--- src/sv/bmirq_pkg.sv ---
// ----------------------------------------------------------------------------
// bmirq_pkg
// Types, access kinds, command codes and mirroring table for the bank mapper.
// ----------------------------------------------------------------------------
package bmirq_pkg;

    localparam int PRG_OFF_W   = 13;   // 8 KiB program bank
    localparam int CHR_OFF_W   = 10;   // 1 KiB character bank
    localparam int BANK_W      = 8;
    localparam int ROM_ADDR_W  = BANK_W + PRG_OFF_W;
    localparam int CHR_ADDR_W  = BANK_W + CHR_OFF_W;
    localparam int CHR_BANKS   = 8;
    localparam int PRG_BANKS   = 3;

    typedef enum logic [1:0] {
        MODE_CPU_WRITE = 2'd0,
        MODE_CPU_READ  = 2'd1,
        MODE_PPU_FETCH = 2'd2,
        MODE_TICK      = 2'd3
    } mode_t;

    typedef enum logic [3:0] {
        CMD_CHR0   = 4'h0,
        CMD_CHR1   = 4'h1,
        CMD_CHR2   = 4'h2,
        CMD_CHR3   = 4'h3,
        CMD_CHR4   = 4'h4,
        CMD_CHR5   = 4'h5,
        CMD_CHR6   = 4'h6,
        CMD_CHR7   = 4'h7,
        CMD_WINDOW = 4'h8,
        CMD_PRG0   = 4'h9,
        CMD_PRG1   = 4'hA,
        CMD_PRG2   = 4'hB,
        CMD_MIRROR = 4'hC,
        CMD_IRQ_EN = 4'hD,
        CMD_IRQ_LO = 4'hE,
        CMD_IRQ_HI = 4'hF
    } cmd_t;

    typedef enum logic [0:0] {
        CFG_PRG_MASK = 1'b0,
        CFG_CHR_MASK = 1'b1
    } cfg_index_t;

    typedef enum logic [1:0] {
        MIRROR_VERTICAL   = 2'd0,
        MIRROR_HORIZONTAL = 2'd1,
        MIRROR_SINGLE_LO  = 2'd2,
        MIRROR_SINGLE_HI  = 2'd3
    } mirror_t;

    localparam logic [15:0] IRQ_RELOAD   = 16'hFFFF;
    localparam logic [7:0]  WIN_ROM_BIT  = 8'h40;
    localparam logic [7:0]  WIN_RAM_BIT  = 8'h80;

    typedef struct packed {
        logic [ROM_ADDR_W-1:0] rom_address;
        logic [CHR_ADDR_W-1:0] chr_address;
        logic                  wram_hit;
        logic                  nametable_page;
        logic                  irq;
    } result_t;

    function automatic logic nt_page(input mirror_t m, input logic [1:0] quad);
        logic p;
        p = 1'b0;
        unique case (m)
            MIRROR_VERTICAL:   p = quad[0];
            MIRROR_HORIZONTAL: p = quad[1];
            MIRROR_SINGLE_LO:  p = 1'b0;
            MIRROR_SINGLE_HI:  p = 1'b1;
            default:           p = 1'b0;
        endcase
        return p;
    endfunction

endpackage

--- src/sv/bank_mapper_with_irq_counter_unit.sv ---
// ----------------------------------------------------------------------------
// bank_mapper_with_irq_counter_unit
// Cartridge bank mapper with command latch, bank registers and IRQ counter.
// ----------------------------------------------------------------------------
// Usage:
//   Input channel (in_valid/in_ready) carries one bus item: CPU write, CPU
//   read, PPU fetch or timer tick (mode, address, data, tick_count).
//   Output channel (out_valid/out_ready) returns exactly one result per item:
//   translated program ROM address, character address, work RAM hit,
//   nametable page and IRQ pulse.
//   Configuration channel (cfg_valid/cfg_ready, cfg_index, cfg_data) sets the
//   program and character bank masks; it is always ready. The user must write
//   it only while no item is in flight; the block does not enforce this.
//   The input register is loaded at acceptance and the result register after
//   it, once the result stage can advance; the bank lookup and state update
//   run between the two.
//   Throughput: one item per cycle while out_ready is high; both stages
//   advance together, so bank and IRQ counter updates follow item order.
//   A stalled receiver holds the result register; the input register still
//   takes one further item, after which in_ready drops until the result
//   moves on.
//   Reset clears all bank registers, the latch and the counter, selects work
//   RAM in the 6000 window, sets both masks to 255 and empties both stages.
// ----------------------------------------------------------------------------
module bank_mapper_with_irq_counter_unit
    import bmirq_pkg::*;
(
    input  logic                  clk,
    input  logic                  rst_n,

    input  logic                  in_valid,
    output logic                  in_ready,
    input  logic [1:0]            mode,
    input  logic [15:0]           address,
    input  logic [7:0]            data,
    input  logic [15:0]           tick_count,

    output logic                  out_valid,
    input  logic                  out_ready,
    output logic [ROM_ADDR_W-1:0] rom_address,
    output logic [CHR_ADDR_W-1:0] chr_address,
    output logic                  wram_hit,
    output logic                  nametable_page,
    output logic                  irq,

    input  logic                  cfg_valid,
    output logic                  cfg_ready,
    input  logic [0:0]            cfg_index,
    input  logic [7:0]            cfg_data
);

    // pipeline
    logic        in_vld_reg;
    mode_t       mode_reg;
    logic [15:0] addr_reg;
    logic [7:0]  data_reg;
    logic [15:0] ticks_reg;
    logic        out_vld_reg;
    result_t     res_reg;
    result_t     res_next;
    logic        advance;

    // mapper state
    logic [BANK_W-1:0] prg_mask_reg;
    logic [BANK_W-1:0] chr_mask_reg;
    cmd_t              cmd_reg,      cmd_next;
    logic [BANK_W-1:0] chr_bank_reg  [CHR_BANKS];
    logic [BANK_W-1:0] chr_bank_next [CHR_BANKS];
    logic [BANK_W-1:0] prg_bank_reg  [PRG_BANKS];
    logic [BANK_W-1:0] prg_bank_next [PRG_BANKS];
    logic              wram_sel_reg,  wram_sel_next;
    logic [BANK_W-1:0] win_bank_reg,  win_bank_next;
    mirror_t           mirror_reg,    mirror_next;
    logic              irq_en_reg,    irq_en_next;
    logic [15:0]       irq_cnt_reg,   irq_cnt_next;

    logic [PRG_OFF_W-1:0] prg_off;
    logic [1:0]           slot;
    logic [BANK_W-1:0]    slot_bank;
    logic                 is_cpu;

    assign advance   = out_ready || !out_vld_reg;
    assign in_ready  = !in_vld_reg || advance;
    assign cfg_ready = 1'b1;

    assign out_valid      = out_vld_reg;
    assign rom_address    = res_reg.rom_address;
    assign chr_address    = res_reg.chr_address;
    assign wram_hit       = res_reg.wram_hit;
    assign nametable_page = res_reg.nametable_page;
    assign irq            = res_reg.irq;

    assign prg_off = addr_reg[PRG_OFF_W-1:0];
    assign slot    = addr_reg[14:13];
    assign is_cpu  = (mode_reg == MODE_CPU_WRITE) || (mode_reg == MODE_CPU_READ);

    always_comb
    begin
        unique case (slot)
            2'd0:    slot_bank = prg_bank_reg[0];
            2'd1:    slot_bank = prg_bank_reg[1];
            2'd2:    slot_bank = prg_bank_reg[2];
            default: slot_bank = prg_mask_reg;     // fixed last bank
        endcase
    end

    // result
    always_comb
    begin
        res_next = '0;
        if (is_cpu)
        begin
            if (addr_reg[15])
                res_next.rom_address = {slot_bank, prg_off};
            else if (addr_reg[14:13] == 2'b11)
            begin
                if (wram_sel_reg)
                    res_next.wram_hit = 1'b1;
                else
                    res_next.rom_address = {win_bank_reg, prg_off};
            end
        end
        else if (mode_reg == MODE_PPU_FETCH)
        begin
            if (addr_reg[15:13] == 3'b000)
                res_next.chr_address = {chr_bank_reg[addr_reg[12:10]],
                                        addr_reg[CHR_OFF_W-1:0]};
            else if (addr_reg[15:12] == 4'h2)
                res_next.nametable_page = nt_page(mirror_reg, addr_reg[11:10]);
        end
        else
        begin
            res_next.irq = irq_en_reg && (irq_cnt_reg <= ticks_reg);
        end
    end

    // state update
    always_comb
    begin
        cmd_next      = cmd_reg;
        chr_bank_next = chr_bank_reg;
        prg_bank_next = prg_bank_reg;
        wram_sel_next = wram_sel_reg;
        win_bank_next = win_bank_reg;
        mirror_next   = mirror_reg;
        irq_en_next   = irq_en_reg;
        irq_cnt_next  = irq_cnt_reg;

        if (mode_reg == MODE_CPU_WRITE && addr_reg[15:14] == 2'b10)
        begin
            if (!addr_reg[13])
                cmd_next = cmd_t'(data_reg[3:0]);
            else
            begin
                unique case (cmd_reg)
                    CMD_CHR0, CMD_CHR1, CMD_CHR2, CMD_CHR3,
                    CMD_CHR4, CMD_CHR5, CMD_CHR6, CMD_CHR7:
                        chr_bank_next[cmd_reg[2:0]] = data_reg & chr_mask_reg;
                    CMD_WINDOW:
                    begin
                        if ((data_reg & WIN_ROM_BIT) == '0)
                        begin
                            wram_sel_next = 1'b0;
                            win_bank_next = data_reg & prg_mask_reg;
                        end
                        else if ((data_reg & WIN_RAM_BIT) != '0)
                            wram_sel_next = 1'b1;
                    end
                    CMD_PRG0:   prg_bank_next[0] = data_reg & prg_mask_reg;
                    CMD_PRG1:   prg_bank_next[1] = data_reg & prg_mask_reg;
                    CMD_PRG2:   prg_bank_next[2] = data_reg & prg_mask_reg;
                    CMD_MIRROR: mirror_next = mirror_t'(data_reg[1:0]);
                    CMD_IRQ_EN: irq_en_next = (data_reg != '0);
                    CMD_IRQ_LO: irq_cnt_next = {irq_cnt_reg[15:8], data_reg};
                    CMD_IRQ_HI: irq_cnt_next = {data_reg, irq_cnt_reg[7:0]};
                    default:    cmd_next = cmd_reg;
                endcase
            end
        end
        else if (mode_reg == MODE_TICK && irq_en_reg)
        begin
            if (irq_cnt_reg <= ticks_reg)
            begin
                irq_cnt_next = IRQ_RELOAD;
                irq_en_next  = 1'b0;
            end
            else
                irq_cnt_next = irq_cnt_reg - ticks_reg;
        end
    end

    // input stage
    always_ff @(posedge clk or negedge rst_n)
    begin
        if (!rst_n)
            in_vld_reg <= 1'b0;
        else if (in_ready)
            in_vld_reg <= in_valid;
    end

    always_ff @(posedge clk)
    begin
        if (in_ready && in_valid)
        begin
            mode_reg  <= mode_t'(mode);
            addr_reg  <= address;
            data_reg  <= data;
            ticks_reg <= tick_count;
        end
    end

    // result stage
    always_ff @(posedge clk or negedge rst_n)
    begin
        if (!rst_n)
            out_vld_reg <= 1'b0;
        else if (advance)
            out_vld_reg <= in_vld_reg;
    end

    always_ff @(posedge clk)
    begin
        if (advance && in_vld_reg)
            res_reg <= res_next;
    end

    // mapper registers
    always_ff @(posedge clk or negedge rst_n)
    begin
        if (!rst_n)
        begin
            prg_mask_reg <= '1;
            chr_mask_reg <= '1;
            cmd_reg      <= CMD_CHR0;
            for (int i = 0; i < CHR_BANKS; i++)
                chr_bank_reg[i] <= '0;
            for (int i = 0; i < PRG_BANKS; i++)
                prg_bank_reg[i] <= '0;
            wram_sel_reg <= 1'b1;
            win_bank_reg <= '0;
            mirror_reg   <= MIRROR_VERTICAL;
            irq_en_reg   <= 1'b0;
            irq_cnt_reg  <= '0;
        end
        else
        begin
            if (cfg_valid && cfg_ready)
            begin
                unique case (cfg_index_t'(cfg_index))
                    CFG_PRG_MASK: prg_mask_reg <= cfg_data;
                    CFG_CHR_MASK: chr_mask_reg <= cfg_data;
                    default:      prg_mask_reg <= prg_mask_reg;
                endcase
            end
            if (advance && in_vld_reg)
            begin
                cmd_reg      <= cmd_next;
                chr_bank_reg <= chr_bank_next;
                prg_bank_reg <= prg_bank_next;
                wram_sel_reg <= wram_sel_next;
                win_bank_reg <= win_bank_next;
                mirror_reg   <= mirror_next;
                irq_en_reg   <= irq_en_next;
                irq_cnt_reg  <= irq_cnt_next;
            end
        end
    end

endmodule
--- config.mk ---
export PLATFORM = sky130hd
export DESIGN_NAME = bank_mapper_with_irq_counter_unit
export DESIGN_NICKNAME = d
export VERILOG_FILES = /design/src/sv/bmirq_pkg.sv /design/src/sv/bank_mapper_with_irq_counter_unit.sv
export SDC_FILE = /design/constraint.sdc
export NUM_CORES = 1
export LEC_CHECK = 0
export ABC_AREA = 1
export BUFFER_PORTS_ARGS = -buffer_cell sky130_fd_sc_hd__buf_2
export CORE_MARGIN = 2
export CORE_UTILIZATION = 45
export CTS_CLUSTER_DIAMETER = 150
export DETAILED_ROUTE_END_ITERATION = 12
export PLACE_DENSITY_LB_ADDON = 0.1
export RECOVER_POWER = 50
export SLEW_MARGIN = 30
export SYNTH_ARGS = -nofsm -noshare
export SYNTH_HDL_FRONTEND = slang
export SYNTH_SLANG_ARGS = --single-unit
--- constraint.sdc ---
create_clock -name clk -period 8.1 [get_ports clk]
set_clock_uncertainty 0.05 [all_clocks]
set_input_delay 1.62 -clock clk [delete_from_list [all_inputs] [get_ports clk]]
set_output_delay 1.62 -clock clk [all_outputs]
set_load 0.05 [all_outputs]
==> results.txt <==
critical path class: in2async
Yosys cell types: 29
worst slew pin tran: 3.56 ns
CP Buf/Inv Count: 2
Post CTS Setup Buffer Count: 0
Cells after Synth: 1122
initial antenna violation count: 0
Hold Path Origin: chr_bank_reg[23]$_DFFE_PN0P_
ANT cells: 0
failing checks: max-capacitance violations, max-slew violations
vias: 7747
CTS tree: yes
ranking of synthesized cells by area: dfrtp_1 30%, edfxtp_1 25%, nand2_1 12%
HPWL after DPL: 16.6 mm
Post-DP Area: 10800 um^2
Synth area leader: dfrtp_1
met2 Usage GRT: 34.9%
crit-path leading delay family: buffers and inverters
Yosys top cell area share: 30.2%
Layout Utilization: 53.0%
peak supply drop: 0.164 mV
Final min period: 5.02 ns
Post-Syn Area per Cell: 8.92 um^2
Setup crit end kind: asynchronous set/reset pin
chip width: 153 um
IO Count: 101
slew margin rel.: -137%
synthesized cell area: 10000 um^2
cts hold-fix bufs: 0
PD cells: 279 nW/um^2
start point of the critical path: rst_n
Clock Root Buffer: clkbuf_16
Max Cap Viol: 2
outcome: finished, violations left
hold_ws: 0.428 ns
CTS sink count: 222
Vias/cell: 5.11
maximum clock insertion buffer count: 3
share of cells above drive strength 1: 13.2%
final setup TNS: 0 ns
ys async rst share: 62.2%
flops & latches, synth: 222
crit path DAT: 4.79 ns
r2r startpoint: mode_reg[1]$_DFFE_PP_
global-route wire length before repair: 39.9 mm
max reg flops: 64
nets@finish: 1290
RD Place Congestion: 0.849
Max FO, Critical Path: 72
HP Class: reg2reg
FF-to-FF path depth: 7
grt ovf: 0
Residual DRC: 0
post-layout power: 3.22 mW
met3 Usage GRT: 2.89%
GR peak layer: met2
clk_lat worst skew: 0.52 ns
final hold vios: 0
crit-path cells: buf_6 > clkbuf_1
final instance area: 11600 um^2
Slew Viols, Final: 111
cts repair resizes: 0
synth warn: 0
Post-synth EDFFs: 84
slowest CP cell: clkbuf_1
met1 GRT Util: 29.5%
Die Y: 153 um
R2R Setup Slk: 4.83 ns
vias in the first global route: 7622
core area: 21800 um^2
total die area: 23500 um^2
Top FF cell, synth: dfrtp_1
std cell rows: 54
Detail Route Antenna Nets: 0
Pre-antenna DRT Iters: 5
final setup vio count: 0
most frequent cell after synthesis: nand2_1
crit start category: input pin
worst stage delay on the critical path: 2.55 ns
Tot GR Track Use: 21.0%
max frequency: 199 MHz
RSZ-0062 raised after global routing: false
wire length per cell: 16.0 um
post-synth net total: 1195
PortBufs: 99
pre-CTS WS: 4.06 ns
largest net degree at the start of global routing: 73
fin cells: 1515
placed cell count: 1471
Commonest cells post-synth: 316 x nand2_1, 169 x o21ai_0, 121 x dfrtp_1
WHS Endpoint: chr_bank_reg[23]$_DFFE_PN0P_
Final Worst Setup Slack: 3.08 ns
Layout area overhead: 15.5%
htree depth: 1
total routed wirelength: 24.2 mm
Detailed Route Iter0 Violations: 516
Period Utilization, post-route: 61.9%
post-synthesis sequential area ratio: 59.9%
Initial Utilization: 45.9%
P_leak: 5.33 nW
WP data required: 7.87 ns
capturing point of the worst reg2reg path: chr_bank_reg[47]$_DFFE_PN0P_
Clk pin slew, worst setup/hold paths: 0.06 ns
total CTS buffers: 24
Hold Path Depth: 2
-- power breakdown --
group          leakage [nW]  total [mW]  internal, mW  switching (mW)
clock network         0.406        1.11         0.659           0.448
logic                  2.30       0.753         0.229           0.524
registers              2.62        1.36          1.29          0.0717
-- cells in the final DEF (no fill, tap or decap) --
cell type,count
nor3_2,2
a21oi_1,43
o22ai_1,11
a31oi_1,12
nand3b_1,1
buf_2,97
edfxtp_1,84
conb_1,1
clkinvlp_2,1
clkbuf_8,4
and2_1,1
xnor2_1,1
a22oi_1,2
nand2_1,316
clkbuf_1,7
fa_1,1
inv_1,112
nand4_1,18
clkinvlp_4,1
clkbuf_16,28
o21ai_0,169
nand3_2,1
nor3_1,7
clkinv_2,6
ha_1,16
clkinv_4,1
buf_4,2
buf_6,1
dfrtp_1,121
nor4_1,3
dfstp_2,17
nor2_1,117
nor3_4,1
or2_2,1
nand3_1,29
-- routing by layer --
metal	up-vias	wire length [um]
li1	3900	-
met1	3661	11400
met2	148	11400
met3	38	946
met4	0	481
met5	-	0
-- layout make-up --
cell class	count	area [um^2]
Clock buffer	36	771
Clock inverter	8	46.3
Fill cell	2081	10300
Inverter	113	425
Multi-Input combinational cell	753	3460
Sequential cell	222	6000
Tap cell	280	350
Timing Repair Buffer	103	523
-- how the worst max path moves through the flow --
stage                                   end  slack, ns  depth (start not counted)
5_1_grt        prg_bank_reg[10]$_DFFE_PN0P_       2.17                          2
6_report       prg_bank_reg[10]$_DFFE_PN0P_       3.08                          2
3_3_place_gp     irq_cnt_reg[7]$_DFFE_PN0P_       4.13                         11
2_1_floorplan    irq_cnt_reg[7]$_DFFE_PN0P_       4.18                          9
4_1_cts                            in_ready       4.33                          4
3_5_place_dp     irq_cnt_reg[7]$_DFFE_PN0P_       4.06                         11
-- logic make-up (layout without fill, tap and decap cells) --
family          Yosys count  count (layout)  share of synthesized area [%]
other cells               1               1                         0.0375
compound gates          237             237                           12.2
fa+ha+maj                17              17                           2.20
buf+inv                 147             260                           5.64
xor+xnor                  1               1                         0.0875
simple gates            497             497                           20.0
flops                   222             222                           59.9
Power figures use the tool's default switching activity.
